--- src/hdl/rbm_pkg.sv ---
// Shared types and constants for the region block mosaic.
package rbm_pkg;
	localparam int ROW_W      = 11;
	localparam int BY_W       = 10;
	localparam int HEIGHT_CAP = 2048;
	localparam int CH_W       = 8;
	localparam int CFG_IDX_W  = 3;
	localparam int CFG_DATA_W = 12;

	localparam logic [CFG_IDX_W-1:0] CFG_IMAGE_WIDTH   = 3'd0;
	localparam logic [CFG_IDX_W-1:0] CFG_IMAGE_HEIGHT  = 3'd1;
	localparam logic [CFG_IDX_W-1:0] CFG_REGION_X      = 3'd2;
	localparam logic [CFG_IDX_W-1:0] CFG_REGION_Y      = 3'd3;
	localparam logic [CFG_IDX_W-1:0] CFG_REGION_WIDTH  = 3'd4;
	localparam logic [CFG_IDX_W-1:0] CFG_REGION_HEIGHT = 3'd5;
	localparam logic [CFG_IDX_W-1:0] CFG_BLOCK_SIZE    = 3'd6;

	localparam logic OP_PIXEL = 1'b0;
	localparam logic OP_DRAIN = 1'b1;

	typedef struct packed {
		logic [CH_W-1:0] r;
		logic [CH_W-1:0] g;
		logic [CH_W-1:0] b;
	} pix_t;
endpackage

--- src/hdl/rbm_div.sv ---
// Three-lane restoring divider with round-half-to-even on the quotient.
module rbm_div #(
	parameter int SW = 18,
	parameter int NW = 11
) (
	input  logic                   clk,
	input  logic                   arst_n,
	input  logic                   start,
	input  logic [2:0][SW-1:0]     dvd,
	input  logic [NW-1:0]          dvs,
	output logic                   done,
	output logic [2:0][rbm_pkg::CH_W-1:0] quo
);
	import rbm_pkg::*;

	localparam int CNT_W = $clog2(SW + 1);

	logic                busy_q;
	logic                rnd_q;
	logic [CNT_W-1:0]    cnt_q;
	logic [NW-1:0]       d_q;
	logic [2:0][NW-1:0]  rem_q;
	logic [2:0][SW-1:0]  qt_q;
	logic [2:0][NW:0]    sh;
	logic [2:0]          ge;
	logic [2:0][NW:0]    twice;
	logic [2:0]          up;

	always_comb begin
		for (int i = 0; i < 3; i++) begin
			sh[i]    = {rem_q[i], qt_q[i][SW-1]};
			ge[i]    = sh[i] >= {1'b0, d_q};
			twice[i] = {rem_q[i], 1'b0};
			up[i]    = (twice[i] > {1'b0, d_q}) ||
			           ((twice[i] == {1'b0, d_q}) && qt_q[i][0]);
			quo[i]   = qt_q[i][CH_W-1:0] + CH_W'(up[i]);
		end
	end

	assign done = rnd_q;

	always_ff @(posedge clk or negedge arst_n) begin
		if (!arst_n) begin
			busy_q <= 1'b0;
			rnd_q  <= 1'b0;
			cnt_q  <= '0;
		end else begin
			rnd_q <= 1'b0;
			if (start) begin
				busy_q <= 1'b1;
				cnt_q  <= CNT_W'(SW);
			end else if (busy_q) begin
				cnt_q <= cnt_q - CNT_W'(1);
				if (cnt_q == CNT_W'(1)) begin
					busy_q <= 1'b0;
					rnd_q  <= 1'b1;
				end
			end
		end
	end

	always_ff @(posedge clk) begin
		if (start) begin
			d_q   <= dvs;
			rem_q <= '0;
			qt_q  <= dvd;
		end else if (busy_q) begin
			for (int i = 0; i < 3; i++) begin
				rem_q[i] <= ge[i] ? NW'(sh[i] - {1'b0, d_q}) : NW'(sh[i]);
				qt_q[i]  <= {qt_q[i][SW-2:0], ge[i]};
			end
		end
	end
endmodule

--- config.mk ---
export PLATFORM = sky130hd
export DESIGN_NAME = rbm_div
export DESIGN_NICKNAME = d
export VERILOG_FILES = /design/src/hdl/rbm_pkg.sv /design/src/hdl/rbm_div.sv
export SDC_FILE = /design/constraint.sdc
export NUM_CORES = 1
export LEC_CHECK = 0
export ABC_AREA = 1
export BUFFER_PORTS_ARGS = -buffer_cell sky130_fd_sc_hd__buf_2
export CORE_UTILIZATION = 46
export DETAILED_ROUTE_END_ITERATION = 16
export MAX_ROUTING_LAYER = met4
export PLACE_DENSITY = 0.66
export SYNTH_ARGS = -nofsm -noshare
export SYNTH_HDL_FRONTEND = slang
export SYNTH_SLANG_ARGS = --single-unit
--- constraint.sdc ---
create_clock -name clk -period 2.7 [get_ports clk]
set_clock_uncertainty 0.1 [all_clocks]
set_input_delay 0.135 -clock clk [delete_from_list [all_inputs] [get_ports clk]]
set_output_delay 0.135 -clock clk [all_outputs]
set_load 0.01 [all_outputs]
==> impl_results.rst, run 1 <==
.. list-table::
   :header-rows: 1

   * - Metric
     - Value
   * - Num Clock Sinks
     - 105
   * - Cell types with the largest area share after synthesis
     - sky130_fd_sc_hd__edfxtp_1, sky130_fd_sc_hd__nand2_1, sky130_fd_sc_hd__dfxtp_1
   * - Worst-case headroom to the max-slew limit
     - 72.6%
   * - Buffers added on ports
     - 92
   * - Vias after detailed routing
     - 7096
   * - Total Routed Length
     - 21000 um
   * - Sum of internal, switching and leakage power
     - 0.00821 W
   * - Register area share after synthesis
     - 39.5%
   * - Clock Root Buffer
     - sky130_fd_sc_hd__clkbuf_16
   * - Result of the run
     - finished, violations left
   * - Worst min-delay path class
     - in -> reg
   * - Boundary pin count
     - 93
   * - Mean instance size in the synthesized netlist
     - 7.26 um2
   * - Total count of hold-check failures in the final report
     - 0
   * - H-tree depth reported by CTS
     - 3
   * - Remaining DRCs
     - 0
   * - Synthesis Warnings
     - 0
   * - Actual transition at the worst max-transition pin
     - 0.410 ns
   * - Via count of the first global-routing pass
     - 6969
   * - DR vias/cell
     - 5.08
   * - Max rail drop VDD
     - 542 uV
   * - WP data required
     - 2.47 ns
   * - Final min period
     - 3.05 ns
   * - Die Y
     - 126 um
   * - First-pass GRT wire length
     - 33800 um
   * - Crit path max fanout
     - 3
   * - Pin count of the biggest net entering global routing
     - 50
   * - DR iter-0 viols
     - 496
   * - Design area
     - 9880 um2
   * - Leakage power total
     - 5.06 nW
   * - WL met3
     - 892 um
   * - Final-report setup violation count
     - 19
   * - PD cells
     - 831 nW/um2
   * - Final Slew Violations
     - 0
   * - Final cycle utilization of the critical path
     - 113%
   * - Top library cells by usage in the layout, fill and taps aside
     - sky130_fd_sc_hd__nand2_1, sky130_fd_sc_hd__inv_1, sky130_fd_sc_hd__nand3_1
   * - Commonest non-fill, non-tap cell in the layout
     - sky130_fd_sc_hd__nand2_1
   * - Placement Setup Slack
     - -0.135 ns
   * - TritonCTS clock tree
     - built
   * - Worst-case clock buffer depth
     - 2
   * - Overall die area
     - 15800 um2
   * - Summed instance area of the synthesized netlist
     - 7060 um2
   * - Share of cells above drive strength 1
     - 27.1%
   * - Final nets
     - 1317
   * - Clock slew at the register clock pins of the worst setup and hold paths
     - 0.09 ns
   * - Area share of the largest cell type after synthesis
     - 27.6%
   * - Post-layout worst setup margin
     - -0.354 ns
   * - Initial Util
     - 47.8%
   * - Worst-skew pair later-pin latency
     - 0.37 ns
   * - Placed wire-length estimate
     - 14200 um
   * - Routed met2 length
     - 10300 um
   * - Instance count of the mapped netlist
     - 972
   * - Arrival time of data at the critical path endpoint
     - 2.82 ns
   * - Overall track demand over capacity in global routing
     - 28.0%
   * - Worst Path Class, Setup
     - reg -> out
   * - Netlist cell types
     - 36
   * - Highest metal layer with signal wires
     - met4
   * - Count of maximum capacitance violations
     - 0
   * - Area growth from synthesis to layout
     - 39.9%
   * - Unrepaired setup endpoints after global routing
     - yes
   * - Mapped Nets
     - 1084
   * - Routed length per placed instance
     - 15.0 um
   * - Overflow left after global routing
     - 0
   * - Area of the placeable core
     - 14800 um2
   * - Number of core rows
     - 44
   * - Crit. End Element
     - output pin
   * - Critical Path Start Type
     - flip-flop
   * - Failing checks
     - setup timing
   * - Instance area at placement
     - 8150 um2
   * - Number of buffers created by CTS
     - 9
   * - Weighted congestion at the end of routability-driven global placement
     - 0.920
   * - Wire length on met1
     - 9200 um
   * - Antenna-violating nets left
     - 0
   * - Max Fclk
     - 327 MHz
   * - Number of synthesized register bits
     - 105
   * - Initial antenna violation count
     - 3
   * - Post-route worst hold slack
     - 0.00152 ns
   * - Yosys top cell by area
     - sky130_fd_sc_hd__edfxtp_1
   * - Initial DRT Pass Iterations
     - 5
   * - Fill count
     - 1209
   * - Horizontal die dimension
     - 126 um
[logic make-up after synthesis]
kind of cell               count (synthesis)  share of synthesized area [%]
adders and majority gates                 44                           8.12
and+or+nand+nor                          573                           34.8
AOI/OAI and AO/OA                         48                           4.08
xor gates and xnor gates                  27                           3.35
buffers and inverters                    175                           10.1
DFF                                      105                           39.5
[what timing repair did]
| action | CTS | global route |
|---|---|---|
| endpoints found under the hold margin | 67 | 0 |
| endpoints found under the setup margin | 21 | 22 |
| setup buffers | 16 | 11 |
| hold buffers | 61 | 0 |
| pin swaps | 26 | 41 |
| resized for setup | 78 | 46 |
[state kept, by name, indices dropped and copies added (netlist names)]
| name | count |
|---|---|
| d_q | 11 |
| cnt_q | 5 |
| busy_q | 1 |
| rem_q | 33 |
| done | 1 |
| qt_q | 54 |
[synthesized netlist by cell type]
cell type,count
sky130_fd_sc_hd__xor2_1,23
sky130_fd_sc_hd__nor2_1,32
sky130_fd_sc_hd__clkinv_1,2
sky130_fd_sc_hd__ha_1,41
sky130_fd_sc_hd__dfxtp_1,33
sky130_fd_sc_hd__a21oi_4,2
sky130_fd_sc_hd__nand4_1,16
sky130_fd_sc_hd__nor2_2,5
sky130_fd_sc_hd__nand3_2,3
sky130_fd_sc_hd__o21bai_1,2
sky130_fd_sc_hd__nand2_2,10
sky130_fd_sc_hd__buf_6,7
sky130_fd_sc_hd__a22oi_1,1
sky130_fd_sc_hd__or2_2,2
sky130_fd_sc_hd__inv_2,8
sky130_fd_sc_hd__o32a_1,1
sky130_fd_sc_hd__buf_2,5
sky130_fd_sc_hd__nand2_1,382
sky130_fd_sc_hd__and2_4,2
sky130_fd_sc_hd__a21oi_2,1
sky130_fd_sc_hd__nor2_4,2
sky130_fd_sc_hd__nand3b_1,12
sky130_fd_sc_hd__xnor2_1,4
sky130_fd_sc_hd__inv_1,139
sky130_fd_sc_hd__dfrtp_1,7
sky130_fd_sc_hd__fa_1,3
sky130_fd_sc_hd__edfxtp_1,65
sky130_fd_sc_hd__buf_1,1
sky130_fd_sc_hd__nor3_1,5
sky130_fd_sc_hd__a21oi_1,18
sky130_fd_sc_hd__clkbuf_1,13
sky130_fd_sc_hd__nand3_1,100
sky130_fd_sc_hd__a32oi_1,1
sky130_fd_sc_hd__or2_1,2
sky130_fd_sc_hd__o21ai_0,18
sky130_fd_sc_hd__a31oi_1,4
[critical path, cell delays in order (launching register included)]
cell                       delay, ns
sky130_fd_sc_hd__edfxtp_1       0.36
sky130_fd_sc_hd__inv_2          0.06
sky130_fd_sc_hd__ha_4           0.27
sky130_fd_sc_hd__nand2_2        0.06
sky130_fd_sc_hd__inv_2          0.07
sky130_fd_sc_hd__nand2_4        0.05
sky130_fd_sc_hd__nor2_4         0.12
sky130_fd_sc_hd__nand4_1        0.17
sky130_fd_sc_hd__a31oi_4        0.30
sky130_fd_sc_hd__ha_4           0.20
sky130_fd_sc_hd__nand3_4        0.09
sky130_fd_sc_hd__nor3_4         0.24
sky130_fd_sc_hd__nand3_1        0.11
sky130_fd_sc_hd__xor2_1         0.18
sky130_fd_sc_hd__buf_2          0.16
[layer usage]
layer	global-route usage, %	vias to the layer above
met2	46.5	193
met3	4.16	41
met5	-	-
met1	34.7	3306
li1	-	3556
met4	10.2	0
[cell type report]
cell class	count	area [um2]	share of cell area, %
Multi-Input combinational cell	692	4110	41.6
Clock inverter	7	103	1.04
Clock buffer	9	225	2.28
Sequential cell	105	2790	28.2
Inverter	149	564	5.71
Tap cell	184	230	2.33
Timing Repair Buffer	248	1850	18.7
Antenna cell	3	7.51	0.0760
[stage by stage]
stage          util, %  std cells  TNS, ns
4_1_cts           65.4       1387    -3.57
5_1_grt           66.9       1397    -6.65
3_3_place_gp      55.2       1294   -0.168
6_report          66.9       1397    -4.37
3_5_place_dp      55.2       1294   -0.503
2_1_floorplan        -        972        0
[where the power goes]
part           internal [W]  total [W]  switching [W]
Combinational       0.00200    0.00440        0.00239
Clock              0.000761    0.00147       0.000710
Sequential          0.00204    0.00234       0.000305
Total               0.00480    0.00821        0.00341
[path summary, 6_finish.rpt]
check                              start   endpoint  slack (ns)  cells past startpoint
worst max register to register    d_q[7]  rem_q[19]        0.21                     20
worst min register to register  rem_q[1]   rem_q[1]        0.38                      2
min in group asynchronous         arst_n       done        0.01                      2
max in group asynchronous         arst_n   cnt_q[0]        2.33                      2
worst max-delay path              d_q[7]    quo[23]       -0.35                     14
worst min-delay path             dvd[44]   qt_q[44]       0.002                      3
(Power assumes the default switching activity.)
==> run 2: changes to the inputs <==
--- a/config.mk
+++ b/config.mk
@@ -10,7 +10,7 @@
 export CORE_UTILIZATION = 46
 export DETAILED_ROUTE_END_ITERATION = 16
 export MAX_ROUTING_LAYER = met4
-export PLACE_DENSITY = 0.66
+export PLACE_DENSITY = 0.68
 export SYNTH_ARGS = -nofsm -noshare
 export SYNTH_HDL_FRONTEND = slang
 export SYNTH_SLANG_ARGS = --single-unit
==> constraint.sdc (replaced) <==
create_clock -name clk -period 2.6 [get_ports clk]
set_clock_uncertainty 0.1 [all_clocks]
set_input_delay 0.13 -clock clk [delete_from_list [all_inputs] [get_ports clk]]
set_output_delay 0.13 -clock clk [all_outputs]
set_load 0.01 [all_outputs]
==> run 2 against run 1 <==
The flow still finishes with violations (setup timing); die area is the same; utilization grew 2.4 points; flip-flop and latch count is the same; register-to-register slack lost 0.12 ns; first-iteration DRC count grew 9.9%; cell area grew 3.5%; sequential share of layout area shrank 0.97 points; routed wire length grew 6.6%; critical path depth is the same; worst setup slack lost 0.071 ns; via count grew 5.0%; count of clock-buffer cells in the layout grew 1; critical endpoint is now quo[22]; largest power group unchanged.
==> impl_results.rst, run 2 (synthesized netlist as in run 1, its figures left out) <==
.. list-table::
   :header-rows: 1

   * - Metric
     - Value
   * - Result of the run
     - finished, violations left
   * - Failing checks
     - setup timing
   * - Top library cells by usage in the layout, fill and taps aside
     - sky130_fd_sc_hd__nand2_1, sky130_fd_sc_hd__inv_1, sky130_fd_sc_hd__buf_4
   * - Placed wire-length estimate
     - 14200 um (+0.46%)
   * - Design area
     - 10200 um2 (+3.5%)
   * - FF+latch area
     - 2790 um2 (unchanged)
   * - Number of buffers created by CTS
     - 9 (unchanged)
   * - Max reg flops
     - 54 (unchanged)
   * - Area of the placeable core
     - 14800 um2 (unchanged)
   * - Initial Util
     - 47.8% (unchanged)
   * - Horizontal die dimension
     - 126 um (unchanged)
   * - Initial DRT Pass Iterations
     - 6 (+1)
   * - Final cycle utilization of the critical path
     - 116%
   * - Overall die area
     - 15800 um2 (unchanged)
   * - Via count of the first global-routing pass
     - 7375 (+5.8%)
   * - Clock Root Buffer
     - sky130_fd_sc_hd__clkbuf_16
   * - Die Y
     - 126 um (unchanged)
   * - Hold Crit Start
     - dvd[16]
   * - Initial antenna violation count
     - 0 (-3)
   * - Weighted congestion at the end of routability-driven global placement
     - 0.928 (+0.89%)
   * - Hold path depth
     - 3 (unchanged)
   * - DR iter-0 viols
     - 545 (+9.9%)
   * - Max Fclk
     - 331 MHz
   * - Area of the multi-input gates
     - 4240 um2 (+3.2%)
   * - PD cells
     - 855 nW/um2 (+2.9%)
   * - Overflow left after global routing
     - 0 (unchanged)
   * - Boundary pin count
     - 93 (unchanged)
   * - Worst reg2reg setup slack
     - 0.09 ns (-0.12 ns)
   * - Vias after detailed routing
     - 7451 (+5.0%)
   * - DR vias/cell
     - 5.22 (+2.8%)
   * - Num Clock Sinks
     - 105 (unchanged)
   * - Worst-case headroom to the max-slew limit
     - 65.2% (-7.5 points)
   * - Clock slew at the register clock pins of the worst setup and hold paths
     - 0.07 ns (-0.02 ns)
   * - Worst min-delay path class
     - in -> reg
   * - Worst-case clock buffer depth
     - 2 (unchanged)
   * - First-pass GRT wire length
     - 35900 um (+6.1%)
   * - Min-Delay Endpoint
     - qt_q[16]
   * - Top reg by flops
     - qt_q
   * - Post-route worst hold slack
     - 0.0109 ns (+0.00935 ns)
   * - Actual transition at the worst max-transition pin
     - 0.522 ns (+0.112 ns)
   * - Total count of hold-check failures in the final report
     - 0 (unchanged)
   * - Remaining DRCs
     - 0 (unchanged)
   * - Final-report setup violation count
     - 21 (+2)
   * - Total Routed Length
     - 22400 um (+6.6%)
   * - Startpoint of the lowest-slack register-to-register path
     - d_q[10]
   * - Pin count of the biggest net entering global routing
     - 50 (unchanged)
   * - End of the worst register-to-register path
     - rem_q[7]
   * - Crit path max fanout
     - 3 (unchanged)
   * - Number of core rows
     - 44 (unchanged)
   * - Leakage power total
     - 5.22 nW (+3.2%)
   * - Fill count
     - 1109 (-8.3%)
   * - Routed length per placed instance
     - 15.7 um (+4.4%)
   * - Final min period
     - 3.02 ns
   * - Worst-skew pair later-pin latency
     - 0.37 ns (about the same)
   * - Instance area at placement
     - 8330 um2 (+2.3%)
   * - Overall track demand over capacity in global routing
     - 29.7% (+1.7 points)
   * - Final Slew Violations
     - 0 (unchanged)
   * - Crit. End Element
     - output pin
   * - TritonCTS clock tree
     - built
   * - Antenna-violating nets left
     - 0 (unchanged)
   * - Unrepaired setup endpoints after global routing
     - yes
   * - Arrival time of data at the critical path endpoint
     - 2.79 ns (-0.03 ns)
   * - Largest registers ranked by flip-flop count
     - qt_q: 54 flops, rem_q: 33 flops, d_q: 11 flops
   * - Critical Path Start Type
     - flip-flop
   * - Commonest non-fill, non-tap cell in the layout
     - sky130_fd_sc_hd__nand2_1
   * - Share of cells above drive strength 1
     - 29.9% (+2.8 points)
   * - Final nets
     - 1349 (+2.4%)
   * - Area growth from synthesis to layout
     - 44.9%
   * - H-tree depth reported by CTS
     - 3 (unchanged)
   * - Number of cells on the worst reg-to-reg path
     - 18 (-10%)
   * - Buffers added on ports
     - 92 (unchanged)
   * - WP data required
     - 2.37 ns (-0.10 ns)
   * - Max rail drop VDD
     - 671 uV (+24%)
   * - Worst Path Class, Setup
     - reg -> out
   * - Count of maximum capacitance violations
     - 0 (unchanged)
   * - Post-layout worst setup margin
     - -0.425 ns (-0.0707 ns)
==> run 2: cell types whose count changed in the layout (fill, tap and decap cells not counted), sizes merged <==
cell	delta
inv	-1
dlygate4sd3	+1
buf	+30
diode	-2
clkbuf	+1
bufinv	-1
nand3	+1
clkinvlp	+1
==> run 2: worst max path at each step <==
stage | startpoint | to | slack, ns
final | d_q[10] | quo[22] | -0.42
after global routing | d_q[10] | quo[22] | -0.55
after floorplan | d_q[8] | quo[6] | 0.06
after detailed placement | d_q[9] | quo[22] | -0.13
after CTS | d_q[5] | quo[6] | -0.33
after global placement | d_q[9] | quo[22] | -0.09
==> run 2: final cells by class <==
cell class | count | area share (%)
inverter | 149 | 5.54
clock buffer | 10 | 2.24
tap | 184 | 2.25
sequential | 105 | 27.3
timing repair buffer | 279 | 20.7
antenna | 1 | 0.0245
clock inverter | 6 | 0.465
multi-input combinational | 693 | 41.5
==> run 2: power by group <==
group          total [W]  internal (W)  switching, W
combinational    0.00496       0.00234       0.00263
sequential       0.00245       0.00212      0.000336
clock            0.00133      0.000662      0.000670
==> run 2: stage by stage <==
step           power, W  util, %  worst slack [ns]  TNS, ns  cells
3_3_place_gp    0.00631     56.5           -0.0865   -0.194   1319
6_report        0.00874     69.3            -0.425    -5.91   1427
2_1_floorplan   0.00497        -            0.0595        0    972
3_5_place_dp    0.00635     56.5            -0.127   -0.453   1319
4_1_cts         0.00820     66.8            -0.330    -5.09   1419
5_1_grt         0.00938     69.3            -0.546    -7.90   1426
==> run 2: worst max-delay path, stage by stage, from the launching register on <==
cell                       delay (ns)
sky130_fd_sc_hd__edfxtp_1        0.35
sky130_fd_sc_hd__inv_2           0.08
sky130_fd_sc_hd__ha_4            0.29
sky130_fd_sc_hd__inv_4           0.04
sky130_fd_sc_hd__nor2_4          0.11
sky130_fd_sc_hd__nand2_4         0.07
sky130_fd_sc_hd__nor2_4          0.12
sky130_fd_sc_hd__nand4_1         0.20
sky130_fd_sc_hd__a31oi_4         0.26
sky130_fd_sc_hd__ha_4            0.20
sky130_fd_sc_hd__ha_4            0.15
sky130_fd_sc_hd__nand3_4         0.10
sky130_fd_sc_hd__nor3_4          0.16
sky130_fd_sc_hd__xor2_1          0.15
sky130_fd_sc_hd__buf_2           0.15
==> run 2: timing repair <==
item                                    in CTS  in global routing
gates cloned                                 0                  1
endpoints found under the setup margin      21                 37
pin swaps                                   28                 38
buffers inserted                            23                 14
endpoints found under the hold margin       68                  0
gates resized for setup                     83                 68
hold buffers                                62                  0
==> run 2: routing by layer <==
| metal | wire length (um) | part of all wire (%) | vias to the layer above | GRT usage, % |
|---|---|---|---|---|
| met5 | 0 | 0 | - | - |
| met4 | 607 | 2.7 | 0 | 9.36 |
| met3 | 1450 | 6.5 | 67 | 5.52 |
| met2 | 11200 | 50 | 294 | 51.4 |
| met1 | 9190 | 41 | 3468 | 34.8 |
| li1 | - | - | 3622 | - |
==> run 3: changes to the inputs <==
--- a/config.mk
+++ b/config.mk
@@ -7,10 +7,12 @@
 export LEC_CHECK = 0
 export ABC_AREA = 1
 export BUFFER_PORTS_ARGS = -buffer_cell sky130_fd_sc_hd__buf_2
-export CORE_UTILIZATION = 46
+export CELL_PAD_IN_SITES_DETAIL_PLACEMENT = 1
+export CELL_PAD_IN_SITES_GLOBAL_PLACEMENT = 1
+export CORE_UTILIZATION = 38
 export DETAILED_ROUTE_END_ITERATION = 16
 export MAX_ROUTING_LAYER = met4
-export PLACE_DENSITY = 0.68
+export PLACE_DENSITY_LB_ADDON = 0.1
 export SYNTH_ARGS = -nofsm -noshare
 export SYNTH_HDL_FRONTEND = slang
 export SYNTH_SLANG_ARGS = --single-unit
==> run 3 against run 2 <==
The run still ends with setup timing left; largest cell class unchanged; routed wire length up 15%; via count down 1.9%; register-to-register slack better by 0.07 ns; fmax is 2.8% lower; die area up 21%; flip-flop and latch count unchanged; sequential power hardly changed; non-clock buffer count rose by 2; critical path type unchanged.
==> impl_results.rst, run 3 (synthesized netlist as in run 1, its figures left out) <==
.. list-table::
   :header-rows: 1

   * - Metric
     - Value
   * - Result of the run
     - finished, violations left
   * - Failing checks
     - setup timing
   * - Sequential share of power
     - 27.8% (-0.2 points)
   * - Sum of internal, switching and leakage power
     - 0.00876 W (+0.21%)
   * - Critical Path Start Type
     - flip-flop
   * - Total Routed Length
     - 25800 um (+15%)
   * - Worst-case clock buffer depth
     - 2 (unchanged)
   * - Final min period
     - 3.11 ns (+0.0872 ns)
   * - Initial DRT Pass Iterations
     - 4 (-2)
   * - Worst min-delay path class
     - in -> async
   * - Boundary pin count
     - 93 (unchanged)
   * - Sw frac
     - 42.1% (+0.52 points)
   * - Share of the core filled with cells
     - 55.9% (-13 points)
   * - Total count of hold-check failures in the final report
     - 0 (unchanged)
   * - Final nets
     - 1350 (+0.074%)
   * - Largest registers ranked by flip-flop count
     - qt_q: 54 flops, rem_q: 33 flops, d_q: 11 flops
   * - Final Slew Violations
     - 0 (unchanged)
   * - First-pass GRT wire length
     - 40300 um (+12%)
   * - Actual transition at the worst max-transition pin
     - 0.445 ns (-0.0773 ns)
   * - Max rail drop VDD
     - 388 uV (-42%)
   * - Initial Util
     - 39.0% (-8.8 points)
   * - Area of the placeable core
     - 18100 um2 (+23%)
   * - Worst Path Class, Setup
     - reg -> out
   * - Max Fclk
     - 321 MHz (-2.8%)
   * - Num Clock Sinks
     - 105 (unchanged)
   * - Total net switching power
     - 0.00369 W (+1.5%)
   * - Pin count of the biggest net entering global routing
     - 46 (-8.0%)
   * - WP data required
     - 2.37 ns (about the same)
   * - Final cycle utilization of the critical path
     - 120% (+3.4 points)
   * - Commonest non-fill, non-tap cell in the layout
     - sky130_fd_sc_hd__nand2_1
   * - Instance area at placement
     - 8480 um2 (+1.8%)
   * - Area growth from synthesis to layout
     - 43.2%
   * - PD cells
     - 867 nW/um2 (+1.4%)
   * - DR iter-0 viols
     - 263 (-52%)
   * - Crit path max fanout
     - 3 (unchanged)
   * - Final setup TNS
     - -7.04 ns (-1.13 ns)
   * - Arrival time of data at the critical path endpoint
     - 2.88 ns (+0.09 ns)
   * - Routed length per placed instance
     - 17.5 um (+12%)
   * - Horizontal die dimension
     - 138 um (+9.9%)
   * - TritonCTS clock tree
     - built
   * - Max reg flops
     - 54 (unchanged)
   * - Top reg by flops
     - qt_q
   * - H-tree depth reported by CTS
     - 3 (unchanged)
   * - Crit. End Element
     - output pin
   * - Leakage power total
     - 5.19 nW (-0.57%)
   * - DR vias/cell
     - 4.97 (-4.9%)
   * - Count of antenna diodes in the layout
     - 0 (-1)
   * - Count of maximum capacitance violations
     - 0 (unchanged)
   * - Proportion of power drawn by the clock network
     - 16.1% (+0.9 points)
   * - Unrepaired setup endpoints after global routing
     - yes
   * - Die Y
     - 138 um (+9.9%)
   * - Design internal power
     - 0.00508 W (-0.69%)
   * - Remaining DRCs
     - 0 (unchanged)
   * - Initial antenna violation count
     - 0 (unchanged)
   * - Weighted congestion at the end of routability-driven global placement
     - 0.870 (-6.3%)
   * - Number of buffers created by CTS
     - 9 (unchanged)
   * - Fill count
     - 2221 (+100%)
   * - Post-layout worst setup margin
     - -0.512 ns (-0.0872 ns)
   * - Via count of the first global-routing pass
     - 7876 (+6.8%)
   * - Buffers added on ports
     - 92 (unchanged)
   * - Overall track demand over capacity in global routing
     - 27.9% (-1.8 points)
   * - Clock slew at the register clock pins of the worst setup and hold paths
     - 0.08 ns (about the same)
   * - Design area
     - 10100 um2 (-1.2%)
   * - Number of cells on the worst reg-to-reg path
     - 11 (-7)
   * - Antenna-violating nets left
     - 0 (unchanged)
   * - Vias after detailed routing
     - 7310 (-1.9%)
   * - Placed wire-length estimate
     - 17300 um (+21%)
   * - Overall die area
     - 19100 um2 (+21%)
   * - Comb power frac
     - 56.1% (-0.6 points)
   * - Worst-case headroom to the max-slew limit
     - 70.3% (+5.2 points)
   * - Number of core rows
     - 49 (+11%)
   * - Share of cells above drive strength 1
     - 28.2% (-1.6 points)
   * - Worst-skew pair later-pin latency
     - 0.37 ns (about the same)
   * - Final-report setup violation count
     - 21 (unchanged)
   * - Top library cells by usage in the layout, fill and taps aside
     - sky130_fd_sc_hd__nand2_1, sky130_fd_sc_hd__inv_1, sky130_fd_sc_hd__buf_4
   * - Overflow left after global routing
     - 0 (unchanged)
   * - Clock Root Buffer
     - sky130_fd_sc_hd__clkbuf_16
-- run 3: changes by cell type in the layout (fill, tap and decap cells not counted), moves of 4 or more --
cell                      before  now
sky130_fd_sc_hd__nand3_1      87   92
sky130_fd_sc_hd__buf_4       108  114
sky130_fd_sc_hd__nand2_1     357  364
sky130_fd_sc_hd__nand2_2      31   24
sky130_fd_sc_hd__ha_4         27   21
sky130_fd_sc_hd__ha_1         14   18
-- run 3: critical path: stages (launching register included) --
cell                       delay, ns
sky130_fd_sc_hd__edfxtp_1       0.35
sky130_fd_sc_hd__inv_2          0.09
sky130_fd_sc_hd__ha_4           0.29
sky130_fd_sc_hd__inv_4          0.04
sky130_fd_sc_hd__nor2_4         0.09
sky130_fd_sc_hd__nand2_4        0.07
sky130_fd_sc_hd__nor2_4         0.13
sky130_fd_sc_hd__nand4_1        0.20
sky130_fd_sc_hd__a31oi_4        0.27
sky130_fd_sc_hd__ha_4           0.21
sky130_fd_sc_hd__nand3_4        0.10
sky130_fd_sc_hd__nor3_4         0.19
sky130_fd_sc_hd__nand3_2        0.14
sky130_fd_sc_hd__xor2_2         0.18
sky130_fd_sc_hd__buf_2          0.16
-- run 3: layer usage --
layer | wire, um | vias up | track usage, %
met1 | 10800 | 3516 | 31.8
met3 | 808 | 43 | 4.36
li1 | - | 3621 | -
met5 | 0 | - | -
met2 | 13500 | 130 | 49.8
met4 | 685 | 0 | 9.40
-- run 3: stage by stage --
stage | instances | setup slack (ns) | hold WS [ns]
after floorplan | 972 | 0.0595 | -0.266
after global placement | 1376 | -0.219 | -0.128
after detailed placement | 1376 | -0.288 | -0.126
after CTS | 1461 | -0.456 | 0.00355
after global routing | 1472 | -0.602 | 0.0114
final | 1472 | -0.512 | 0.0194
-- run 3: final timing paths --
check | slack [ns] | start | endpoint
max | -0.51 | d_q[10] | quo[23]
min | 0.02 | arst_n | cnt_q[4]
max reg2reg | 0.16 | d_q[0] | rem_q[6]
min reg2reg | 0.38 | rem_q[12] | rem_q[12]
max in group asynchronous | 2.22 | arst_n | busy_q
min in group clk | 0.03 | dvd[18] | qt_q[18]
-- run 3: area by class of cell --
class	count	area [um2]	area share, %
Clock inverter	6	61.3	0.607
Timing Repair Buffer	281	2110	20.9
Inverter	149	564	5.58
Clock buffer	10	229	2.27
Multi-Input combinational cell	692	4070	40.2
Tap cell	229	287	2.84
Sequential cell	105	2790	27.6
-- run 3: power by group through the flow --
stage	Combinational, W	Clock (W)	Sequential (W)
finish	0.00491	0.00141	0.00244
global route	0.00547	0.00148	0.00247
CTS	0.00461	0.00142	0.00241
detailed placement	0.00416	0	0.00239
global placement	0.00406	0	0.00238
floorplan	0.00267	0	0.00230
-- run 3: what timing repair did --
action                                  CTS  global route
hold buffers                             62             0
setup buffers                             9            12
gates resized for setup                  74            45
pin swaps                                27            22
endpoints found under the setup margin   23            25
endpoints found under the hold margin    68             0
